<file path="config.mk">
export PLATFORM = sky130hd
export DESIGN_NAME = sorted_priority_queue_flat
export DESIGN_NICKNAME = d
export VERILOG_FILES = /design/src/hw/rtl/spq_pkg.sv /design/src/hw/rtl/spq_if.sv /design/src/hw/rtl/sorted_priority_queue.sv /design/src/hw/rtl/spq_cell.sv /design/src/flat_wrapper.sv
export SDC_FILE = /design/constraint.sdc
export NUM_CORES = 2
export LEC_CHECK = 0
export BUFFER_PORTS_ARGS = -buffer_cell sky130_fd_sc_hd__clkbuf_2
export CAP_MARGIN = 20
export CORE_MARGIN = 2
export CORE_UTILIZATION = 48
export CTS_CLUSTER_DIAMETER = 60
export DETAILED_ROUTE_END_ITERATION = 12
export GPL_ROUTABILITY_DRIVEN = 1
export PLACE_DENSITY = 0.62
export SLEW_MARGIN = 20
export SYNTH_ARGS = -nofsm -noshare
export SYNTH_HDL_FRONTEND = slang
export SYNTH_SLANG_ARGS = --single-unit
</file>
<file path="constraint.sdc">
create_clock -name clk -period 12.2 [get_ports clk]
set_input_delay 1.83 -clock clk [delete_from_list [all_inputs] [get_ports clk]]
set_output_delay 1.83 -clock clk [all_outputs]
set_load 0.01 [all_outputs]
</file>
<file path="src/hw/rtl/spq_pkg.sv">
// ----------------------------------------------------------------------------
// Sorted priority queue package
// Shared sizes, operation and status codes, and the entry and control types.
// ----------------------------------------------------------------------------
`default_nettype none

package spq_pkg;

  localparam int CAPACITY = 16;
  localparam int CNT_W    = $clog2(CAPACITY + 1);
  localparam int DATA_W   = 32;
  localparam int OCC_W    = 5;
  localparam int STATUS_W = 2;

  localparam logic OP_INSERT = 1'b0;
  localparam logic OP_REMOVE = 1'b1;

  localparam logic [STATUS_W-1:0] STATUS_OK        = 2'd0;
  localparam logic [STATUS_W-1:0] STATUS_UNDERFLOW = 2'd1;
  localparam logic [STATUS_W-1:0] STATUS_FULL      = 2'd2;

  typedef struct packed {
    logic [DATA_W-1:0] value;
    logic [DATA_W-1:0] prio;
  } entry_t;

  typedef struct packed {
    logic ins;
    logic rem;
  } spq_ctl_t;

endpackage

`default_nettype wire

</file>
<file path="src/hw/rtl/spq_if.sv">
// ----------------------------------------------------------------------------
// Sorted priority queue channels
// Valid/ready interfaces for the request and the result channel.
// ----------------------------------------------------------------------------
`default_nettype none

interface spq_in_if;
  import spq_pkg::*;

  logic                     valid;
  logic                     ready;
  logic                     operation;
  logic signed [DATA_W-1:0] item_value;
  logic signed [DATA_W-1:0] item_priority;

  modport source (output valid, operation, item_value, item_priority, input ready);
  modport sink   (input valid, operation, item_value, item_priority, output ready);
endinterface

interface spq_out_if;
  import spq_pkg::*;

  logic                     valid;
  logic                     ready;
  logic [STATUS_W-1:0]      status;
  logic signed [DATA_W-1:0] removed_value;
  logic signed [DATA_W-1:0] removed_priority;
  logic [OCC_W-1:0]         occupancy;

  modport source (output valid, status, removed_value, removed_priority, occupancy,
                  input ready);
  modport sink   (input valid, status, removed_value, removed_priority, occupancy,
                  output ready);
endinterface

`default_nettype wire

</file>
<file path="src/hw/rtl/sorted_priority_queue.sv">
// ----------------------------------------------------------------------------
// Sorted priority queue
// A bounded priority queue held as a row of cells sorted by priority.
// ----------------------------------------------------------------------------
// Each beat on in_ch is an insert (value and priority) or a remove. Every
// request produces exactly one result beat on out_ch carrying a status, the
// removed entry (zero unless a remove succeeded) and the occupancy after
// the request. The lowest priority number leaves first; equal priorities
// leave in arrival order. A remove from an empty queue reports underflow and
// an insert into a full queue is dropped and reports full.
// Every cell compares its priority against the request in parallel and
// shifts left or right by one place on the accepting clock edge, so
// the result appears in the output register the cycle after acceptance and
// one request per cycle is sustained while the receiver takes results.
// in_ch.ready is high whenever the output register is empty or its beat is
// being taken, so a stalled receiver holds the result and blocks only the
// next request. Reset empties the queue and clears the output valid flag; no
// clearing pass over the cells is needed.
// ----------------------------------------------------------------------------
`default_nettype none

module sorted_priority_queue (
  input  wire logic clk,
  input  wire logic rst_n,
  spq_in_if.sink    in_ch,
  spq_out_if.source out_ch
);
  import spq_pkg::*;

  logic [CNT_W-1:0]    count_r;
  logic [CNT_W-1:0]    count_nxt;
  logic                out_valid_r;
  logic [STATUS_W-1:0] status_r;
  logic [STATUS_W-1:0] status_nxt;
  logic [DATA_W-1:0]   rval_r;
  logic [DATA_W-1:0]   rval_nxt;
  logic [DATA_W-1:0]   rprio_r;
  logic [DATA_W-1:0]   rprio_nxt;

  logic     accept;
  logic     full;
  logic     empty;
  spq_ctl_t ctl;
  entry_t   new_entry;
  entry_t   cell_entry [CAPACITY];
  logic     cell_keep  [CAPACITY];

  assign in_ch.ready = !out_valid_r || out_ch.ready;
  assign accept      = in_ch.valid && in_ch.ready;
  assign full        = (count_r == CNT_W'(CAPACITY));
  assign empty       = (count_r == '0);
  assign ctl.ins     = accept && (in_ch.operation == OP_INSERT) && !full;
  assign ctl.rem     = accept && (in_ch.operation == OP_REMOVE) && !empty;
  assign new_entry   = '{value: in_ch.item_value, prio: in_ch.item_priority};

  for (genvar i = 0; i < CAPACITY; i++) begin : g_cell
    logic   left_keep;
    entry_t left_entry;
    entry_t right_entry;

    if (i == 0) begin : g_first
      assign left_keep  = 1'b1;
      assign left_entry = new_entry;
    end else begin : g_mid
      assign left_keep  = cell_keep[i-1];
      assign left_entry = cell_entry[i-1];
    end

    if (i == CAPACITY - 1) begin : g_last
      assign right_entry = cell_entry[i];
    end else begin : g_inner
      assign right_entry = cell_entry[i+1];
    end

    spq_cell u_cell (
      .clk         (clk),
      .ctl         (ctl),
      .own_valid   (count_r > CNT_W'(i)),
      .new_entry   (new_entry),
      .left_keep   (left_keep),
      .left_entry  (left_entry),
      .right_entry (right_entry),
      .keep        (cell_keep[i]),
      .entry       (cell_entry[i])
    );
  end

  always_comb begin
    count_nxt  = count_r;
    status_nxt = STATUS_OK;
    rval_nxt   = '0;
    rprio_nxt  = '0;
    if (in_ch.operation == OP_INSERT) begin
      if (full) begin
        status_nxt = STATUS_FULL;
      end else begin
        count_nxt = count_r + CNT_W'(1);
      end
    end else begin
      if (empty) begin
        status_nxt = STATUS_UNDERFLOW;
      end else begin
        count_nxt = count_r - CNT_W'(1);
        rval_nxt  = cell_entry[0].value;
        rprio_nxt = cell_entry[0].prio;
      end
    end
  end

  always_ff @(posedge clk) begin
    if (!rst_n) begin
      count_r     <= '0;
      out_valid_r <= 1'b0;
    end else begin
      if (accept) begin
        count_r     <= count_nxt;
        out_valid_r <= 1'b1;
      end else if (out_ch.ready) begin
        out_valid_r <= 1'b0;
      end
    end
  end

  always_ff @(posedge clk) begin
    if (accept) begin
      status_r <= status_nxt;
      rval_r   <= rval_nxt;
      rprio_r  <= rprio_nxt;
    end
  end

  assign out_ch.valid            = out_valid_r;
  assign out_ch.status           = status_r;
  assign out_ch.removed_value    = rval_r;
  assign out_ch.removed_priority = rprio_r;
  assign out_ch.occupancy        = OCC_W'(count_r);

`ifndef NO_ASSERTIONS
  a_count_bound: assert property (@(posedge clk) disable iff (!rst_n)
    count_r <= CNT_W'(CAPACITY))
    else $error("queue count exceeds capacity");

  a_accept_result: assert property (@(posedge clk) disable iff (!rst_n)
    accept |=> out_valid_r)
    else $error("accepted request produced no result");

  a_full_keeps: assert property (@(posedge clk) disable iff (!rst_n)
    (accept && full && (in_ch.operation == OP_INSERT)) |=> $stable(count_r))
    else $error("dropped insert changed the count");

  a_underflow_zero: assert property (@(posedge clk) disable iff (!rst_n)
    (out_valid_r && (status_r == STATUS_UNDERFLOW)) |-> (rval_r == '0 && count_r == '0))
    else $error("underflow result carries data or a nonzero count");

  a_stall_holds: assert property (@(posedge clk) disable iff (!rst_n)
    (out_valid_r && !out_ch.ready) |=> (out_valid_r && $stable(status_r)))
    else $error("stalled result was lost");
`endif

endmodule

`default_nettype wire

</file>
<file path="src/hw/rtl/spq_cell.sv">
// ----------------------------------------------------------------------------
// Sorted priority queue cell
// Holds one entry; on insert it keeps, takes the new entry or takes its left
// neighbour's entry, and on remove it takes its right neighbour's entry.
// ----------------------------------------------------------------------------
`default_nettype none

module spq_cell (
  input  wire logic             clk,
  input  wire spq_pkg::spq_ctl_t ctl,
  input  wire logic             own_valid,
  input  wire spq_pkg::entry_t  new_entry,
  input  wire logic             left_keep,
  input  wire spq_pkg::entry_t  left_entry,
  input  wire spq_pkg::entry_t  right_entry,
  output logic                  keep,
  output spq_pkg::entry_t       entry
);
  import spq_pkg::*;

  entry_t entry_r;
  entry_t entry_nxt;

  // An occupied cell whose priority is not above the new one stays put, so
  // equal priorities keep their arrival order.
  assign keep  = own_valid && ($signed(entry_r.prio) <= $signed(new_entry.prio));
  assign entry = entry_r;

  always_comb begin
    entry_nxt = entry_r;
    if (ctl.ins && !keep) begin
      entry_nxt = left_keep ? new_entry : left_entry;
    end else if (ctl.rem) begin
      entry_nxt = right_entry;
    end
  end

  always_ff @(posedge clk) begin
    entry_r <= entry_nxt;
  end

endmodule

`default_nettype wire

</file>
<file path="src/flat_wrapper.sv">
// flat-port wrapper written by rule: the top's interface ports become plain ports
module sorted_priority_queue_flat import spq_pkg::*;
  (clk, rst_n, in_ch_valid, in_ch_operation, in_ch_item_value, in_ch_item_priority, in_ch_ready, out_ch_valid, out_ch_status, out_ch_removed_value, out_ch_removed_priority, out_ch_occupancy, out_ch_ready);
  spq_in_if in_ch_i ();
  spq_out_if out_ch_i ();
  input  wire logic clk;
  input  wire logic rst_n;
  input wire logic [$bits(in_ch_i.valid)-1:0] in_ch_valid;
  input wire logic [$bits(in_ch_i.operation)-1:0] in_ch_operation;
  input wire logic [$bits(in_ch_i.item_value)-1:0] in_ch_item_value;
  input wire logic [$bits(in_ch_i.item_priority)-1:0] in_ch_item_priority;
  output wire logic [$bits(in_ch_i.ready)-1:0] in_ch_ready;
  output wire logic [$bits(out_ch_i.valid)-1:0] out_ch_valid;
  output wire logic [$bits(out_ch_i.status)-1:0] out_ch_status;
  output wire logic [$bits(out_ch_i.removed_value)-1:0] out_ch_removed_value;
  output wire logic [$bits(out_ch_i.removed_priority)-1:0] out_ch_removed_priority;
  output wire logic [$bits(out_ch_i.occupancy)-1:0] out_ch_occupancy;
  input wire logic [$bits(out_ch_i.ready)-1:0] out_ch_ready;
  assign in_ch_i.valid = in_ch_valid;
  assign in_ch_i.operation = in_ch_operation;
  assign in_ch_i.item_value = in_ch_item_value;
  assign in_ch_i.item_priority = in_ch_item_priority;
  assign in_ch_ready = in_ch_i.ready;
  assign out_ch_valid = out_ch_i.valid;
  assign out_ch_status = out_ch_i.status;
  assign out_ch_removed_value = out_ch_i.removed_value;
  assign out_ch_removed_priority = out_ch_i.removed_priority;
  assign out_ch_occupancy = out_ch_i.occupancy;
  assign out_ch_i.ready = out_ch_ready;
  sorted_priority_queue u_core (.clk(clk), .rst_n(rst_n), .in_ch(in_ch_i), .out_ch(out_ch_i));
endmodule
</file>
* After elaboration in Yosys (flattened, before gate mapping)
Index checks and enable logic that the tools add are counted.
** Cells by class
- Add/sub/neg operators :: 2
- Magnitude comparators :: 32
- Eq/ne operators :: 3
- Mux-type cells :: 53
- Bitwise logic cells :: 1
- Reduce and logical (&&, ||, !) cells :: 76
** Operators with widths (number)
- $mux W64 :: 45
- $le A32 B32 Y1 :: 16
- $gt A5 B4 Y1 const B :: 8
- $logic_and A1 B1 Y1 :: 37
- $reduce_bool A2 Y1 :: 16
- $gt A5 B3 Y1 const B :: 4
- $logic_not A1 Y1 :: 19
- $mux W5 :: 3
- $gt A5 B1 Y1 const B :: 2
- $gt A5 B2 Y1 const B :: 2
- $add A5 B1 Y5 const B :: 1
- $eq A5 B5 Y1 const B :: 1
- $logic_not A5 Y1 :: 1
- $sub A5 B1 Y5 const B :: 1
- $mux W2 :: 2
- $ne A2 B2 Y1 const B :: 2
- $mux W1 :: 3
- $reduce_and A3 Y1 :: 1
- $reduce_or A2 Y1 :: 1
- $logic_or A1 B1 Y1 :: 1
- $not A1 Y1 :: 1
** Storage, ports and cells
- Bits in registers :: 1096
- Input port bits :: 69
- Output and inout bits :: 73

* Longest topological paths before layout
- Depth after elaboration :: 7
- Gate-level depth with buffers :: 13
- Depth with buffers taken out :: 10

* Hierarchy
A second synthesis with hierarchy kept.
** Second synthesis, totals
- Cell total of the unflattened synthesis :: 5510
- Area total of the unflattened synthesis :: 75291.0 um^2
** By module, submodules not included
- spq_cell at u_core.g_cell[0].u_cell ... :: instances 13, cells each 330, area an instance 4513.1 um^2
- spq_cell at u_core.g_cell[7].u_cell ... :: instances 3, cells each 330, area an instance 4506.8 um^2
- sorted_priority_queue :: instances 1, cells each 230, area an instance 3100.5 um^2

* Least setup slack after synthesis
No wires, ideal clock.
- Path type :: input port to flip-flop
- From :: in in_ch_item_priority[10]
- To :: reg u_core.g_cell[8].u_cell.entry_r, in the netlist u_core.g_cell[8].u_cell.entry[0], enable pin
- Library setup time :: 0.575 ns
- Arrival time :: 8.581 ns
- Setup slack :: 3.045 ns
- Stages on the path :: 11
- Buffers on the path :: 2
- Path through :: inv_1 > ha_1 > nand4_1 > or4_1 > a21o_1 > a21o_1 > a41o_1 > and2_1 > buf_2 > buf_1 > o21ai_0
** On the way
- Longest elaborated chain between the ends :: 5
** RTL lines
- start: declaration :: line flat_wrapper.sv:11 : input wire logic [$bits(in_ch_i.item_priority)-1:0] in_ch_item_priority;
- $le A32 B32 Y1 :: line spq_cell.sv:26 : assign keep = own_valid && ($signed(entry_r.prio) <= $signed(new_entry.prio));
- $logic_and A1 B1 Y1 :: line spq_cell.sv:26
- $logic_not A1 Y1 :: line spq_cell.sv:31 : if (ctl.ins && !keep) begin
- $logic_and A1 B1 Y1 :: line spq_cell.sv:31
- $reduce_bool A2 Y1 (no line)
- end signal: assignment :: line spq_cell.sv:39 : entry_r <= entry_nxt;
- end: declaration :: line spq_cell.sv:21 : entry_t entry_r;
Every way passes these cells.
A chain may end at the register's enable or synchronous reset.

==> reports/results.md <==
| Stage | Result | This run |
|---|---|---|
| grt | Overflow left after global routing | 0 |
| floorplanning | Area of the die | 140000 um^2 |
| yosys | Area fraction in and, or, nand and nor cells after synthesis | 11.01% |
| yosys | Xor-xnor portion of the synthesized cell area | 0.07801% |
| yosys | Share of synthesized cell area in full adder, half adder and majority cells | 9.857% |
| yosys | Net count of the mapped netlist | 6792 |
| floorplanning | Die outline height | 374.1 um |
| layout | Filler instances | 11870 |
| place | Number of instances in the placed design | 7767 |
| timing | Number of pins with negative max-slew slack in the final report | 0 |
| worst setup path | Worst Setup Start Kind | input pin |
| floorplanning | Horiz. Die Dim | 374.1 um |
| hold path | Startpoint of the lowest-slack hold path | u_core.out_ch.valid |
| yosys | Register bit total from synthesis | 1096 |
| layout | Non-Filler Instances | 8011 |
| yosys | Count of flip-flops with a built-in enable after synthesis | 1090 |
| layout | Total non-filler cell area in the finished layout | 72330 um^2 |
| cts | Root cell of the clock tree | clkbuf_16 |
| timing | Max Clock Skew | 0.05473 ns |
| grt | Number of global-route vias before repair | 50350 |
| yosys | Most instantiated flip-flop cell in the synthesis netlist | edfxtp_1 |
| place | Post-Place Cell Area | 68010 um^2 |
| yosys | Cells after Synth | 6205 |
| yosys | Post-Synthesis Cell Area | 65760 um^2 |
| grt | Largest net degree at the start of global routing | 135 |
| yosys | Library cell with the largest summed area after synthesis | edfxtp_1 |
| job | Max-cap violations | 0 |
| detailed routing | Post-route DRC violation count | 0 |
| floorplanning | Starting density of the core | 48.48% |
| worst setup path | Crit Reg-Reg Endpoint | u_core.g_cell[0].u_cell.entry[33] |
| yosys | Part of the Yosys area used for sequential elements | 49.96% |
| yosys | Synth top area cells | edfxtp_1 50%, mux2i_1 10%, ha_1 9.9% |
| layout | End-of-flow core utilization | 53.33% |
| yosys | Share of synthesized area spent on multiplexers | 11.89% |
| layout | Net count, final | 6710 |
| cts | Number of buffers added by the clock tree synthesis step | 134 |
| yosys | Post-synthesis average cell area | 10.60 um^2 |
| cts | CTS clk-pin slew, worst paths | 0.06 ns |
| worst setup path | R2R Setup Slk | 6.68 ns |
| hold path | Number of instances on the worst hold path | 2 |
| cts | Count of H-tree levels built during CTS | 4 |
| hold path | Worst Hold Endpoint | u_core.out_ch.valid |
| timing | # setup viols final | 0 |
| cts | Number of instances resized during post-cts repair | 0 |
| grt | Global-route wire length before repair | 344.8 mm |
| floorplanning | I/O Pins | 142 |
| timing | Shortest period the worst path allows | 6.869 ns |
| detailed routing | Number of nets with antenna violations after detailed routing | 0 |
| cts | Clock latency reported for the late side of the worst-skew pair | 0.81 ns |
| detailed routing | Number of iterations in the first detailed-routing pass | 7 |
| cts | CTS tree | done |
| yosys | Area share of the leading cell type in the synthesized netlist | 49.78% |
| power | Static leakage | 29.60 nW |
| floorplanning | Core area | 135600 um^2 |
| worst setup path | Critical Setup Path Class | input pin to flip-flop |
| timing | Relative slew slack | 12.91% |
| detailed routing | Per-cell routed wire length | 29.66 um |
| yosys | Top cells by count, synth | 1090 x edfxtp_1, 940 x a21oi_1, 692 x nor2_1, 670 x mux2i_1, 523 x nand2_1 |
| timing | Number of hold violations in the final report | 0 |
| yosys | Combinational family with the most area after synthesis | compound AO/OA/AOI/OAI gates |
| grt | Global routing usage summed across all routing layers | 33.24% |
| timing | Unrepaired setup endpoints after global routing | no |
| yosys | Async set or reset register ratio after synthesis | 0% |
| timing | Highest achievable clock rate | 0.1456 GHz |
| yosys | Library cells used by synthesis | 74 |
| power | Power Density | 188.3 nW/um^2 |
| worst setup path | Critical-path maximum fanout | 73 |
| worst setup path | Cells on worst reg2reg path | 9 |
| timing | Smallest hold slack | 0.5515 ns |
| yosys | Synth Area in Compound Gates | 13.86% |
| worst setup path | Kind of end point of the critical path | flip-flop |
| layout | Ratio of cells with drive above 1 in the final layout | 9.459% |
| status | Result of the run | finished clean |
| power | Peak supply drop | 0.1527 mV |
| detailed routing | Mean number of vias per cell | 6.610 |
| cts | Setup bufs post-CTS | 0 |
| cts | Num Clock Sinks | 1096 |
| detailed routing | Total length of routed wires | 237.6 mm |
| yosys | Number of warnings printed during yosys synthesis | 0 |
| layout | Syn-to-layout area delta | 10.00% |
| hold path | Type of the tightest min-delay check | flip-flop to flip-flop |
| worst setup path | Launch point of the critical path | in_ch_item_priority[26] |
| detailed routing | Routed via count | 52960 |
| yosys | Top-count cell post-synth | edfxtp_1 |
| grt | Initial antenna violation count | 7 |
| worst setup path | Crit path DAT | 7.49 ns |
| place | RePlAce Congestion | 1.028 |
| timing | Portion of the clock cycle consumed by the worst path in the final layout | 56.31% |
| detailed routing | Number of design-rule violations left by the first detailed-router iteration | 6676 |
| worst setup path | Data required, critical path | 12.82 ns |
| floorplanning | Number of placement rows | 135 |
| place | Quantity of I/O buffers inserted on ports | 141 |
| cts | Number of hold buffers added after cts | 0 |
| worst setup path | Launching point of the worst reg2reg path | u_core.g_cell[0].u_cell.entry[31] |
| timing | Worst-Margin Slew | 1.306 ns |
| cts | Maximum buffer depth of the clock tree | 3 |
| timing | Fin Setup TNS | 0 ns |
| place | HPWL reported at the end of detailed placement | 151.6 mm |
[cell type report]
| class | instances | area [um^2] | share of cell area [%] |
|---|---|---|---|
| Tap cell | 1781 | 2228 | 3.081 |
| Inverter | 69 | 260.3 | 0.3598 |
| Multi-Input combinational cell | 4582 | 31210 | 43.15 |
| Clock inverter | 69 | 725.7 | 1.003 |
| Clock buffer | 171 | 3556 | 4.916 |
| Timing Repair Buffer | 240 | 1489 | 2.058 |
| Sequential cell | 1096 | 32850 | 45.42 |
| Antenna cell | 3 | 7.507 | 0.01038 |
[cells in the final DEF (no fill, tap or decap), types with 7 or more instances in the layout]
master / instances
a211oi_1: 21
a21boi_0: 7
a21o_1: 50
a21oi_1: 937
a221oi_1: 7
a31oi_1: 164
and3_1: 75
buf_4: 94
bufinv_16: 9
clkbuf_1: 34
clkbuf_16: 137
clkbuf_2: 140
clkinv_1: 26
clkinv_2: 13
edfxtp_1: 1090
ha_1: 518
inv_1: 67
inv_6: 8
mux2_2: 99
mux2i_1: 670
nand2_1: 518
nand2b_4: 7
nand3_1: 108
nand4_1: 139
nor2_1: 689
nor2b_1: 27
nor3_1: 18
nor4_1: 9
o2111ai_1: 33
o211ai_1: 51
o21a_1: 7
o21ai_0: 265
o31ai_1: 9
or3_1: 7
or4_1: 9
[layer usage]
layer	part of all wire, %	vias up	global-route usage [%]
li1	-	23220	-
met1	42	26170	46.90
met2	43	3030	50.03
met3	9.6	536	6.027
met4	4.6	2	14.55
met5	0.0046	-	0
[critical path, cell delays in order]
cell       delay (ns)
clkbuf_2         0.31
inv_1            0.45
ha_1             0.47
nand4_1          0.37
nor4_1           1.11
nor2_1           0.07
mux2_2           0.30
buf_4            0.34
nor2_4           0.17
buf_4            0.73
buf_4            0.78
o2111ai_1        0.20
o211ai_1         0.14
[worst max path at each step]
stage | endpoint | cells past startpoint | slack (ns)
2_1_floorplan | u_core.g_cell[8].u_cell.entry[0] | 11 | 3.04
3_3_place_gp | u_core.g_cell[11].u_cell.entry[17] | 11 | 4.26
4_1_cts | u_core.g_cell[0].u_cell.entry[29] | 11 | 5.32
6_report | u_core.g_cell[1].u_cell.entry[0] | 13 | 5.33
5_1_grt | u_core.g_cell[12].u_cell.entry[14] | 11 | 5.12
3_5_place_dp | u_core.g_cell[0].u_cell.entry[48] | 11 | 4.48
[kinds of logic after synthesis]
kind of cell / count (synthesis)
flops: 1096
mux: 769
compound gates: 1627
simple gates: 1663
fa+ha+maj: 518
xor+xnor: 5
buf+inv: 527
[flip-flops by register name (all words and copies together) (netlist names)]
name / flops
u_core.out_ch.occupancy: 5
u_core.out_ch.status: 2
u_core.g_cell.u_cell.entry: 1024
u_core.out_ch.valid: 1
u_core.out_ch.removed_priority: 32
u_core.out_ch.removed_value: 32
[stage by stage]
stage / power, W / setup WS, ns
after floorplan: 0.008071 / 3.045
after global placement: 0.009450 / 4.258
after detailed placement: 0.009549 / 4.485
after CTS: 0.01352 / 5.320
after global routing: 0.01412 / 5.119
final: 0.01362 / 5.331
[report_power, final]
group	switching (W)	internal, W	leakage, nW	total [W]
registers	0.000534	0.00513	10.3	0.00567
logic	0.00266	0.00129	17.2	0.00395
clock network	0.00172	0.00228	2.08	0.00400
(Power assumes the default switching activity.)
